`src/sv/bgsf_pkg.sv`:
```
package bgsf_pkg;

    localparam int ADC_BITS   = 10;
    localparam int FRAC_BITS  = 8;
    localparam int SMOOTH_W   = ADC_BITS + FRAC_BITS;
    localparam int ALPHA_W    = 9;
    localparam int TIME_W     = 32;
    localparam int MS_W       = 16;

    localparam logic [ALPHA_W-1:0] ALPHA_ONE = ALPHA_W'(256);

    localparam logic [MS_W-1:0]    GAP_RESET      = MS_W'(300);
    localparam logic [MS_W-1:0]    LONG_RESET     = MS_W'(800);
    localparam logic [MS_W-1:0]    LONGLONG_RESET = MS_W'(3000);
    localparam logic [ALPHA_W-1:0] ALPHA_RESET    = ALPHA_W'(26);

    typedef enum logic [1:0] {
        REG_GAP      = 2'd0,
        REG_LONG     = 2'd1,
        REG_LONGLONG = 2'd2,
        REG_ALPHA    = 2'd3
    } t_reg_idx;

    typedef enum logic [3:0] {
        PH_IDLE     = 4'b0001,
        PH_PRESS    = 4'b0010,
        PH_LONG     = 4'b0100,
        PH_LONGLONG = 4'b1000
    } t_phase;

    typedef struct packed {
        logic [MS_W-1:0]    double_click_gap_ms;
        logic [MS_W-1:0]    long_press_ms;
        logic [MS_W-1:0]    long_long_press_ms;
        logic [ALPHA_W-1:0] smoothing_alpha;
    } t_cfg;

    typedef struct packed {
        logic [TIME_W-1:0]   time_ms;
        logic                button_down;
        logic [ADC_BITS-1:0] knob_raw;
        logic [ADC_BITS-1:0] light_raw;
    } t_in;

    typedef struct packed {
        logic                single_click;
        logic                double_click;
        logic                long_press;
        logic                long_long_press;
        logic                held_now;
        logic [ADC_BITS-1:0] knob_level;
        logic [ADC_BITS-1:0] light_level;
    } t_out;

    typedef struct packed {
        logic single_click;
        logic double_click;
        logic long_press;
        logic long_long_press;
    } t_press_flags;

endpackage

```
`src/sv/bgsf_press.sv`:
```
module bgsf_press (
    input  logic                        i_clk,
    input  logic                        i_rst_n,
    input  logic                        i_en,
    input  logic [bgsf_pkg::TIME_W-1:0] i_time,
    input  logic                        i_held,
    input  bgsf_pkg::t_cfg              i_cfg,
    output bgsf_pkg::t_press_flags      o_flags
);

    bgsf_pkg::t_phase                r_phase, n_phase;
    logic [bgsf_pkg::TIME_W-1:0]     r_start, n_start;
    logic [bgsf_pkg::TIME_W-1:0]     r_release, n_release;
    logic [1:0]                      r_count, n_count;

    logic [bgsf_pkg::TIME_W-1:0]     w_held_for;
    logic [bgsf_pkg::TIME_W-1:0]     w_quiet;
    logic                            w_long_hit;
    logic                            w_longlong_hit;
    logic                            w_gap_hit;

    assign w_held_for     = i_time - r_start;
    assign w_quiet        = i_time - r_release;
    assign w_long_hit     = w_held_for >= bgsf_pkg::TIME_W'(i_cfg.long_press_ms);
    assign w_longlong_hit = w_held_for >= bgsf_pkg::TIME_W'(i_cfg.long_long_press_ms);
    assign w_gap_hit      = w_quiet >= bgsf_pkg::TIME_W'(i_cfg.double_click_gap_ms);

    always_comb begin
        n_phase   = r_phase;
        n_start   = r_start;
        n_release = r_release;
        n_count   = r_count;
        o_flags   = '0;
        case (r_phase)
            bgsf_pkg::PH_IDLE: begin
                if (i_held) begin
                    n_phase = bgsf_pkg::PH_PRESS;
                    n_start = i_time;
                end else if (r_count != 2'd0 && w_gap_hit) begin
                    o_flags.single_click = (r_count == 2'd1);
                    o_flags.double_click = (r_count != 2'd1);
                    n_count = 2'd0;
                end
            end
            bgsf_pkg::PH_PRESS: begin
                if (!i_held) begin
                    if (!w_long_hit) begin
                        if (r_count != 2'd3) begin
                            n_count = r_count + 2'd1;
                        end
                        n_release = i_time;
                    end
                    n_phase = bgsf_pkg::PH_IDLE;
                end else if (w_long_hit) begin
                    n_phase            = bgsf_pkg::PH_LONG;
                    o_flags.long_press = 1'b1;
                end
            end
            bgsf_pkg::PH_LONG: begin
                if (!i_held) begin
                    n_phase = bgsf_pkg::PH_IDLE;
                end else if (w_longlong_hit) begin
                    n_phase                 = bgsf_pkg::PH_LONGLONG;
                    o_flags.long_long_press = 1'b1;
                end
            end
            default: begin
                if (!i_held) begin
                    n_phase = bgsf_pkg::PH_IDLE;
                end
            end
        endcase
    end

    always_ff @(posedge i_clk) begin
        if (!i_rst_n) begin
            r_phase   <= bgsf_pkg::PH_IDLE;
            r_start   <= '0;
            r_release <= '0;
            r_count   <= 2'd0;
        end else if (i_en) begin
            r_phase   <= n_phase;
            r_start   <= n_start;
            r_release <= n_release;
            r_count   <= n_count;
        end
    end

    a_click_exclusive: assert property (@(posedge i_clk) disable iff (!i_rst_n)
        i_en |-> !(o_flags.single_click && o_flags.double_click))
        else $error("single and double click in one beat");

    a_long_enters_long: assert property (@(posedge i_clk) disable iff (!i_rst_n)
        (i_en && o_flags.long_press) |=> (r_phase == bgsf_pkg::PH_LONG))
        else $error("long press pulse without entering long phase");

    a_release_idles: assert property (@(posedge i_clk) disable iff (!i_rst_n)
        (i_en && !i_held) |=> (r_phase == bgsf_pkg::PH_IDLE))
        else $error("release did not return to idle");

    a_report_clears: assert property (@(posedge i_clk) disable iff (!i_rst_n)
        (i_en && (o_flags.single_click || o_flags.double_click)) |=> (r_count == 2'd0))
        else $error("click count not cleared after report");

endmodule

```
`src/sv/bgsf_smooth.sv`:
```
module bgsf_smooth (
    input  logic                          i_clk,
    input  logic                          i_rst_n,
    input  logic                          i_en,
    input  logic [bgsf_pkg::ADC_BITS-1:0] i_raw,
    input  logic [bgsf_pkg::ALPHA_W-1:0]  i_alpha,
    output logic [bgsf_pkg::ADC_BITS-1:0] o_level
);

    localparam int DIFF_W = bgsf_pkg::SMOOTH_W + 1;
    localparam int PROD_W = DIFF_W + bgsf_pkg::ALPHA_W + 1;

    logic                            r_primed;
    logic [bgsf_pkg::SMOOTH_W-1:0]   r_smooth, n_smooth;

    logic [bgsf_pkg::SMOOTH_W-1:0]   w_target;
    logic [bgsf_pkg::SMOOTH_W-1:0]   w_base;
    logic [bgsf_pkg::ALPHA_W-1:0]    w_alpha;
    logic signed [DIFF_W-1:0]        w_diff;
    logic signed [PROD_W-1:0]        w_prod;
    logic signed [PROD_W-1:0]        w_round;
    logic [bgsf_pkg::SMOOTH_W-1:0]   w_adj;

    // s' = s + round(a * (target - s) / 256), same as the weighted sum
    assign w_target = {i_raw, {bgsf_pkg::FRAC_BITS{1'b0}}};
    assign w_base   = r_primed ? r_smooth : w_target;
    assign w_alpha  = (i_alpha > bgsf_pkg::ALPHA_ONE) ? bgsf_pkg::ALPHA_ONE : i_alpha;
    assign w_diff   = $signed({1'b0, w_target}) - $signed({1'b0, w_base});
    assign w_prod   = $signed({1'b0, w_alpha}) * w_diff;
    assign w_round  = w_prod + PROD_W'(signed'(128));
    assign w_adj    = w_round[bgsf_pkg::FRAC_BITS +: bgsf_pkg::SMOOTH_W];
    assign n_smooth = w_base + w_adj;
    assign o_level  = n_smooth[bgsf_pkg::FRAC_BITS +: bgsf_pkg::ADC_BITS];

    always_ff @(posedge i_clk) begin
        if (!i_rst_n) begin
            r_primed <= 1'b0;
            r_smooth <= '0;
        end else if (i_en) begin
            r_primed <= 1'b1;
            r_smooth <= n_smooth;
        end
    end

endmodule

```
`src/sv/button_gesture_and_sensor_filter_core.sv`:
```
// Button gesture detector with two smoothed sensor channels. Every input beat is one
// poll tick and yields exactly one result beat, in the cycle after it is taken; a new tick
// is taken every cycle while the result side keeps up, as the press state machine, the
// click counter and the two filters each update as the tick is taken and the result sits
// in one output register. Time differences wrap modulo 2^32; a press released before
// long_press_ms counts as a click (saturating at three), and the click count is reported
// as single or double once double_click_gap_ms has passed since the last release.
// The filters apply s' = s + round(alpha * (raw*256 - s) / 256), alpha in Q1.8 capped
// at 256; the first tick after reset loads the raw samples. Registers at byte offsets
// 0x0 gap, 0x4 long press, 0x8 long-long press, 0xC alpha; write them only when idle.
module button_gesture_and_sensor_filter_core (
    input  logic            i_clk,
    input  logic            i_rst_n,

    input  logic            i_in_valid,
    output logic            o_in_ready,
    input  bgsf_pkg::t_in   i_in_data,

    output logic            o_out_valid,
    input  logic            i_out_ready,
    output bgsf_pkg::t_out  o_out_data,

    input  logic            psel,
    input  logic            penable,
    input  logic            pwrite,
    input  logic [3:0]      paddr,
    input  logic [31:0]     pwdata,
    output logic [31:0]     prdata,
    output logic            pready
);

    bgsf_pkg::t_cfg          r_cfg;
    bgsf_pkg::t_out          r_out, n_out;
    logic                    r_out_valid;

    logic                    w_accept;
    logic                    w_wr;
    bgsf_pkg::t_reg_idx      w_idx;
    bgsf_pkg::t_press_flags  w_flags;
    logic [bgsf_pkg::ADC_BITS-1:0] w_knob;
    logic [bgsf_pkg::ADC_BITS-1:0] w_light;

    assign pready = 1'b1;
    assign w_idx  = bgsf_pkg::t_reg_idx'(paddr[3:2]);
    assign w_wr   = psel && penable && pwrite && pready;

    always_ff @(posedge i_clk) begin
        if (!i_rst_n) begin
            r_cfg.double_click_gap_ms <= bgsf_pkg::GAP_RESET;
            r_cfg.long_press_ms       <= bgsf_pkg::LONG_RESET;
            r_cfg.long_long_press_ms  <= bgsf_pkg::LONGLONG_RESET;
            r_cfg.smoothing_alpha     <= bgsf_pkg::ALPHA_RESET;
        end else if (w_wr) begin
            case (w_idx)
                bgsf_pkg::REG_GAP:      r_cfg.double_click_gap_ms <= pwdata[15:0];
                bgsf_pkg::REG_LONG:     r_cfg.long_press_ms       <= pwdata[15:0];
                bgsf_pkg::REG_LONGLONG: r_cfg.long_long_press_ms  <= pwdata[15:0];
                bgsf_pkg::REG_ALPHA:    r_cfg.smoothing_alpha     <= pwdata[8:0];
                default: ;
            endcase
        end
    end

    always_comb begin
        case (w_idx)
            bgsf_pkg::REG_GAP:      prdata = 32'(r_cfg.double_click_gap_ms);
            bgsf_pkg::REG_LONG:     prdata = 32'(r_cfg.long_press_ms);
            bgsf_pkg::REG_LONGLONG: prdata = 32'(r_cfg.long_long_press_ms);
            bgsf_pkg::REG_ALPHA:    prdata = 32'(r_cfg.smoothing_alpha);
            default:                prdata = '0;
        endcase
    end

    assign o_in_ready = !r_out_valid || i_out_ready;
    assign w_accept   = i_in_valid && o_in_ready;

    bgsf_press u_press (
        .i_clk   (i_clk),
        .i_rst_n (i_rst_n),
        .i_en    (w_accept),
        .i_time  (i_in_data.time_ms),
        .i_held  (i_in_data.button_down),
        .i_cfg   (r_cfg),
        .o_flags (w_flags)
    );

    bgsf_smooth u_knob (
        .i_clk   (i_clk),
        .i_rst_n (i_rst_n),
        .i_en    (w_accept),
        .i_raw   (i_in_data.knob_raw),
        .i_alpha (r_cfg.smoothing_alpha),
        .o_level (w_knob)
    );

    bgsf_smooth u_light (
        .i_clk   (i_clk),
        .i_rst_n (i_rst_n),
        .i_en    (w_accept),
        .i_raw   (i_in_data.light_raw),
        .i_alpha (r_cfg.smoothing_alpha),
        .o_level (w_light)
    );

    always_comb begin
        n_out.single_click    = w_flags.single_click;
        n_out.double_click    = w_flags.double_click;
        n_out.long_press      = w_flags.long_press;
        n_out.long_long_press = w_flags.long_long_press;
        n_out.held_now        = i_in_data.button_down;
        n_out.knob_level      = w_knob;
        n_out.light_level     = w_light;
    end

    always_ff @(posedge i_clk) begin
        if (!i_rst_n) begin
            r_out_valid <= 1'b0;
        end else if (o_in_ready) begin
            r_out_valid <= i_in_valid;
        end
    end

    always_ff @(posedge i_clk) begin
        if (w_accept) begin
            r_out <= n_out;
        end
    end

    assign o_out_valid = r_out_valid;
    assign o_out_data  = r_out;

endmodule
```
`config.mk`:
```
export PLATFORM = sky130hd
export DESIGN_NAME = button_gesture_and_sensor_filter_core
export DESIGN_NICKNAME = d
export VERILOG_FILES = /design/src/sv/bgsf_pkg.sv /design/src/sv/bgsf_press.sv /design/src/sv/bgsf_smooth.sv /design/src/sv/button_gesture_and_sensor_filter_core.sv
export SDC_FILE = /design/constraint.sdc
export NUM_CORES = 1
export LEC_CHECK = 0
export ABC_CLOCK_PERIOD_IN_PS = 10600
export BUFFER_PORTS_ARGS = -buffer_cell sky130_fd_sc_hd__buf_2
export CAP_MARGIN = 30
export CORE_ASPECT_RATIO = 0.7
export CORE_MARGIN = 2
export CORE_UTILIZATION = 50
export CTS_BUF_LIST = sky130_fd_sc_hd__clkbuf_8 sky130_fd_sc_hd__clkbuf_16
export DETAILED_ROUTE_END_ITERATION = 10
export GPL_TIMING_DRIVEN = 1
export PLACE_DENSITY_LB_ADDON = 0.25
export SLEW_MARGIN = 20
export SYNTH_ARGS = -nofsm -noshare
export SYNTH_HDL_FRONTEND = slang
export SYNTH_SLANG_ARGS = --single-unit
```
`constraint.sdc`:
```
create_clock -name i_clk -period 10.6 [get_ports i_clk]
set_input_delay 1.06 -clock i_clk [delete_from_list [all_inputs] [get_ports i_clk]]
set_output_delay 1.06 -clock i_clk [all_outputs]
set_load 0.01 [all_outputs]
```
Yosys cells after proc, flatten, opt, wreduce, memory -nomap -nowiden

Cells that the tools add are included.

Output and inout bits: 60
Bits in registers: 190
Logic and storage cells: 95
Input bits: 96

$lt $le $gt $ge: 4
$add $sub $neg: 9
Bitwise gates (word level): 4
Muxes and demuxes: 19
Equal/unequal tests: 18
Multiply operators: 2
Reduce and logical (&&, ||, !) cells: 20

Operator list:

| cell                                                   | number |
|---|---|
| one-hot mux 32 bit (4 select lines)                    | 1 |
| >= comparator 32 x 16 -> 1 bit                         | 3 |
| subtractor 32 bit                                      | 2 |
| adder 26 x 9 -> 26 bit (second input constant)         | 2 |
| multiplier 10 x 19 -> 26 bit                           | 2 |
| subtractor 18 x 18 -> 19 bit                           | 2 |
| adder 18 bit                                           | 2 |
| two-way mux 18 bit                                     | 2 |
| two-way mux 4 bit                                      | 6 |
| one-hot mux 4 bit (3 select lines)                     | 1 |
| AND reduction 2 bit                                    | 6 |
| two-way mux 2 bit                                      | 5 |
| inequality test 2 bit (second input constant)          | 5 |
| greater-than comparator 9 bit (second input constant)  | 1 |
| two-way mux 9 bit                                      | 1 |
| AND reduction 7 bit                                    | 1 |
| inequality test 2 x 1 -> 1 bit (second input constant) | 3 |
| inequality test 3 x 2 -> 1 bit (second input constant) | 2 |
| AND reduction 5 bit                                    | 1 |
| equality test 2 x 1 -> 1 bit (second input constant)   | 2 |
| equality test 2 bit (second input constant)            | 2 |
| equality test 4 x 1 -> 1 bit (second input constant)   | 1 |
| equality test 4 x 2 -> 1 bit (second input constant)   | 1 |
| equality test 4 x 3 -> 1 bit (second input constant)   | 1 |
| 13 further kinds                                       | 21 |

Depth between registers and ports, before layout

Word-level depth: 6
Depth in mapped cells: 44
Mapped depth without buffers: 39

By module

From an unflattened synthesis, not the netlist that was laid out.

Cell total of the unflattened synthesis: 3315
Area total of the unflattened synthesis: 27996.9 µm²

Modules (own cells, without submodules):

| module                                | area each (µm²) | cells an instance | times used |
|---|---|---|---|
| bgsf_smooth at u_light                | 8251.7          | 971               | 1 |
| bgsf_smooth at u_knob                 | 8140.3          | 966               | 1 |
| bgsf_press                            | 8105.3          | 1074              | 1 |
| button_gesture_and_sensor_filter_core | 3499.6          | 304               | 1 |

Least setup slack after synthesis

Ideal clock, no wire load.

Path kind: register to register
From: register u_light.r_primed
To: register r_out, in the netlist o_out_data[9], data pin
Arrival time: 9.318 ns
Path slack: 1.025 ns
Path buffers: 4
Required time: 10.343 ns
Stages on the path, launching flop included: 41
Library setup time: 0.257 ns
Cell sequence: dfxtp_1 > clkbuf_1 > clkbuf_1 > clkbuf_1 > clkbuf_1 > mux2i_1 > ha_1 > a21oi_1 > nand3b_1 > o21ai_0 > o21bai_1 > a21oi_1 > nor2b_1 > o21ai_0 > nand2b_1 > xor2_1 > nand2_1 > fa_1 > [5 not listed] > fa_1 > inv_1 > ha_1 > a21o_1 > a21o_1 > a21oi_1 > o21ai_0 > a41o_1 > o211ai_1 > nor2b_1 > xnor2_1 > ha_1 > and3_1 > nand3_1 > and4_1 > or3_1 > a21oi_1 > nor2b_1

Longest elaborated chain between the ends: 5

Ends and longest elaborated chain:

| item                                 | line                                         | source |
|---|---|---|
| from (decl)                          | bgsf_smooth.sv:13                            | `logic r_primed;` |
| from (signal assigned)               | bgsf_smooth.sv:37                            | `r_primed <= 1'b0;` |
| from (signal assigned)               | bgsf_smooth.sv:40                            | `r_primed <= 1'b1;` |
| two-way mux 18 bit *                 | bgsf_smooth.sv:26                            | `assign w_base = r_primed ? r_smooth : w_target;` |
| subtractor 18 x 18 -> 19 bit         | bgsf_smooth.sv:28                            | `assign w_diff = $signed({1'b0, w_target}) - $signed({1'b0, w_base});` |
| multiplier 10 x 19 -> 26 bit         | bgsf_smooth.sv:29                            | `assign w_prod = $signed({1'b0, w_alpha}) * w_diff;` |
| adder 26 x 9 -> 26 bit               | bgsf_smooth.sv:30                            | `assign w_round = w_prod + PROD_W'(signed'(128));` |
| adder 18 bit *                       | bgsf_smooth.sv:32                            | `assign n_smooth = w_base + w_adj;` |
| named net u_light.n_smooth (one bit) | bgsf_smooth.sv:14                            | `logic [bgsf_pkg::SMOOTH_W-1:0] r_smooth, n_smooth;` |
| to (signal assigned)                 | button_gesture_and_sensor_filter_core.sv:125 | `r_out <= n_out;` |
| to (decl)                            | button_gesture_and_sensor_filter_core.sv:33  | `bgsf_pkg::t_out r_out, n_out;` |

The timed path passes the listed nets; every way through them passes the cells marked *.
A chain may end at the register's enable or synchronous reset.

Worst setup path in the final report

From: register u_light.r_primed
To: register u_light.r_smooth[17] (netlist name)

Longest elaborated chain between the ends: 5

Ends and longest elaborated chain:

| item                         | line              | source |
|---|---|---|
| two-way mux 18 bit *         | bgsf_smooth.sv:26 |  |
| subtractor 18 x 18 -> 19 bit | bgsf_smooth.sv:28 |  |
| multiplier 10 x 19 -> 26 bit | bgsf_smooth.sv:29 |  |
| adder 26 x 9 -> 26 bit       | bgsf_smooth.sv:30 |  |
| adder 18 bit *               | bgsf_smooth.sv:32 |  |
| to (signal assigned)         | bgsf_smooth.sv:41 | `r_smooth <= n_smooth;` |
| to (decl)                    | bgsf_smooth.sv:14 |  |

Mark *: on every way between the ends. The rest lies on a longest branch, timed or not.

==> impl_metrics.env <==
export IMPL_drv_cap=0
export IMPL_cp_num_buf_inv=4
export IMPL_cp_num_cells=33
export IMPL_fin_crit_sh_pct=92.1
export IMPL_initial_utilization_pct=50.9
export IMPL_dp_hpwl_um=57000
export IMPL_timing_rr_end="u_light.r_smooth[17]"
export IMPL_drt_iter0_drc=1884
export IMPL_cp_arrival_ps=10120
export IMPL_gp_congestion=0.928
export IMPL_clock_latency_ps=500
export IMPL_vias=22328
export IMPL_rr_startpoint="u_light.r_primed"
export IMPL_synthDistinctLibCells=92
export IMPL_numPortBuffers=120
export IMPL_finalSetupTns_ps=0
export IMPL_fmax_mhz=102
export IMPL_core_area_um2=52600
export IMPL_synth_cells=3282
export IMPL_avgSynthCellArea_um2=8.14
export IMPL_synth_ff_type="dfxtp_1"
export IMPL_clockRootBuffer="clkbuf_16"
export IMPL_wl_per_cell_um=17.5
export IMPL_track_usage_pct=26.5
export IMPL_htreeDepth=4
export IMPL_rsz0062_at_grt="false"
export IMPL_start_kind="flop"
export IMPL_hold_class="flop to flop"
export IMPL_firstDrtPassIters=5
export IMPL_yosys_warnings=0
export IMPL_die_area_um2=55300
export IMPL_detail_route_antenna_nets=0
export IMPL_layout_min_cycle_time_ps=9770
export IMPL_setup_viol=0
export IMPL_hold_start="u_press.r_start[30]"
export IMPL_ys_ff_latch=190
export IMPL_r2r_slack_ps=830
export IMPL_worstSetupPathType="flop to flop"
export IMPL_async_reset_ff_share_pct=0
export IMPL_cp_required_ps=10960
export IMPL_critPathMaxFanout=19
export IMPL_multi_input_area_um2=20200
export IMPL_crit_top_cell="fa_1"
export IMPL_die_h_um=197
export IMPL_tightest_slew_ps=1010
export IMPL_cts_max_path_buffers=2
export IMPL_cts_tree="done"
export IMPL_crit_family="adder cells"
export IMPL_critPathLaunch="u_light.r_primed"
export IMPL_worst_r2r_cell_count=33
export IMPL_skew_ps=20.7
export IMPL_path_clk_slew_ps=100
export IMPL_crit_path_end="u_light.r_smooth[17]"
export IMPL_cts_repair_resized=0
export IMPL_hold_viol=0
export IMPL_slew_headroom_pct=32.2
export IMPL_wl_um=71300
export IMPL_antenna_found_initial=7
export IMPL_ios=156
export IMPL_clock_sinks=190
export IMPL_cts_setup_buffers=0
export IMPL_drive_gt1_share_pct=7.55
export IMPL_drc=0
export IMPL_grt_max_degree=79
export IMPL_syn_cell_area_um2=26700
export IMPL_grt_pass1_wl_um=115000
export IMPL_rows=70
export IMPL_first_global_vias=21076
export IMPL_synth_seq_area_share_pct=15.2
export IMPL_syn2layout_area_growth_pct=7.31
export IMPL_nets=4042
export IMPL_endpoint_kind="flop"
export IMPL_critPathSlowestCell="dfxtp_2"
export IMPL_critPathMaxStageDelay_ps=830
export IMPL_synth_edff_count=25
export IMPL_grt_ovfl_total=0
export IMPL_nFillCells=4993
export IMPL_via_per_inst=5.49
export IMPL_seq_area_um2=4060
export IMPL_outcome="finished, final reports clean"
export IMPL_holdBufCountCts=0
export IMPL_die_width_um=280
export IMPL_cts_inserted_buffers=17
export IMPL_slew_viol_final=0
synth_stat cells (7+ instances only):
cell type	count	area (um^2)
ha_1	317	3970
nand2_1	477	1790
edfxtp_1	25	751
a21oi_1	219	1100
and3_1	27	169
dfxtp_1	165	3300
nand3_1	42	210
o21ai_0	84	420
o211ai_1	26	195
nor4_1	13	81.3
fa_1	266	5330
xnor2_1	96	841
or2_2	7	43.8
mux4_2	9	203
clkbuf_1	90	338
a21o_1	56	420
nor2_1	241	905
inv_1	516	1940
nor3_1	48	240
nand3b_1	7	52.6
and2_1	93	582
o21bai_1	21	158
xor2_1	51	447
nand4_1	20	125
nand2b_1	26	163
or4_1	8	60.1
a31oi_1	13	81.3
or3_1	19	119
a211oi_1	19	143
mux2i_1	79	791
buf_4	17	128
o21a_1	31	233
nor2b_1	26	163
worst min path at each step:
stage	slack [ps]	end	cells after the start
after CTS	460	u_press.r_start[30]	2
final	460	u_press.r_start[30]	2
after global routing	470	u_knob.r_smooth[15]	2
after detailed placement	450	u_press.r_start[13]	2
after floorplan	440	u_knob.r_smooth[10]	2
after global placement	440	u_knob.r_smooth[15]	2
area by class of cell:
class,instances,share of cell area [%]
diodes,5,0.0436
repair buffers,166,3.31
well taps,684,2.98
multi-input cells,2470,70.6
flip-flops and latches,190,14.1
clock buffers,17,1.48
clock inverters,15,0.689
inverters,518,6.79
metal layers:
| layer | track usage (%) | share of wire, % | vias to the layer above |
|---|---|---|---|
| li1 | - | - | 10914 |
| met1 | 41.4 | 50 | 10589 |
| met2 | 36.7 | 39 | 766 |
| met3 | 6.43 | 9.1 | 55 |
| met4 | 4.93 | 1.2 | 4 |
| met5 | 0 | 0.031 | - |
cells by family after synthesis:
family                     Yosys count  synth area share (%)
and+or+nand+nor                   1078                  18.5
buffers and inverters              637                  9.46
adders and majority gates          583                  34.8
AOI/OAI and AO/OA                  555                  13.4
DFF                                190                  15.2
xor gates and xnor gates           148                  4.90
muxes                               89                  3.76
other                                2                0.0281
metrics by stage:
stage	std cells	setup slack, ps	util [%]	hold WS [ps]	instance area, um^2
floorplan	3297	1020	-	436	26800
global placement	4025	829	53.3	443	28000
detailed placement	4025	759	53.3	447	28000
CTS	4057	914	54.5	459	28600
global route	4062	155	54.6	472	28700
finish	4065	835	54.6	455	28700
worst reg2reg max path: cells and delay by family, from the launching register on:
kind                       cells  cell delay (ps)
adders and majority gates      8             3650
AOI/OAI and AO/OA              9             2290
and+or+nand+nor               11             2140
DFF                            1              830
buffers and inverters          4              520
xor gates and xnor gates       1              210
cells in the final DEF (no fill, tap or decap), drive strengths merged, types with 85 or more instances in the layout:
master  instances
and2           94
o21ai          85
fa            266
buf           165
nand2         477
nor2          242
a21oi         220
dfxtp         165
xnor2          96
inv           526
ha            317
flip-flops by register name (all words and copies together) (netlist names):
register	flops
r_cfg	57
u_press.r_release	32
u_press.r_start	32
o_out_data	25
u_knob.r_smooth	18
u_light.r_smooth	18
u_press.r_phase	4
u_press.r_count	2
o_out_valid	1
u_light.r_primed	1
Power is not shown: default switching activity piles up to over one toggle a cycle in this logic, so the estimate is an artifact.
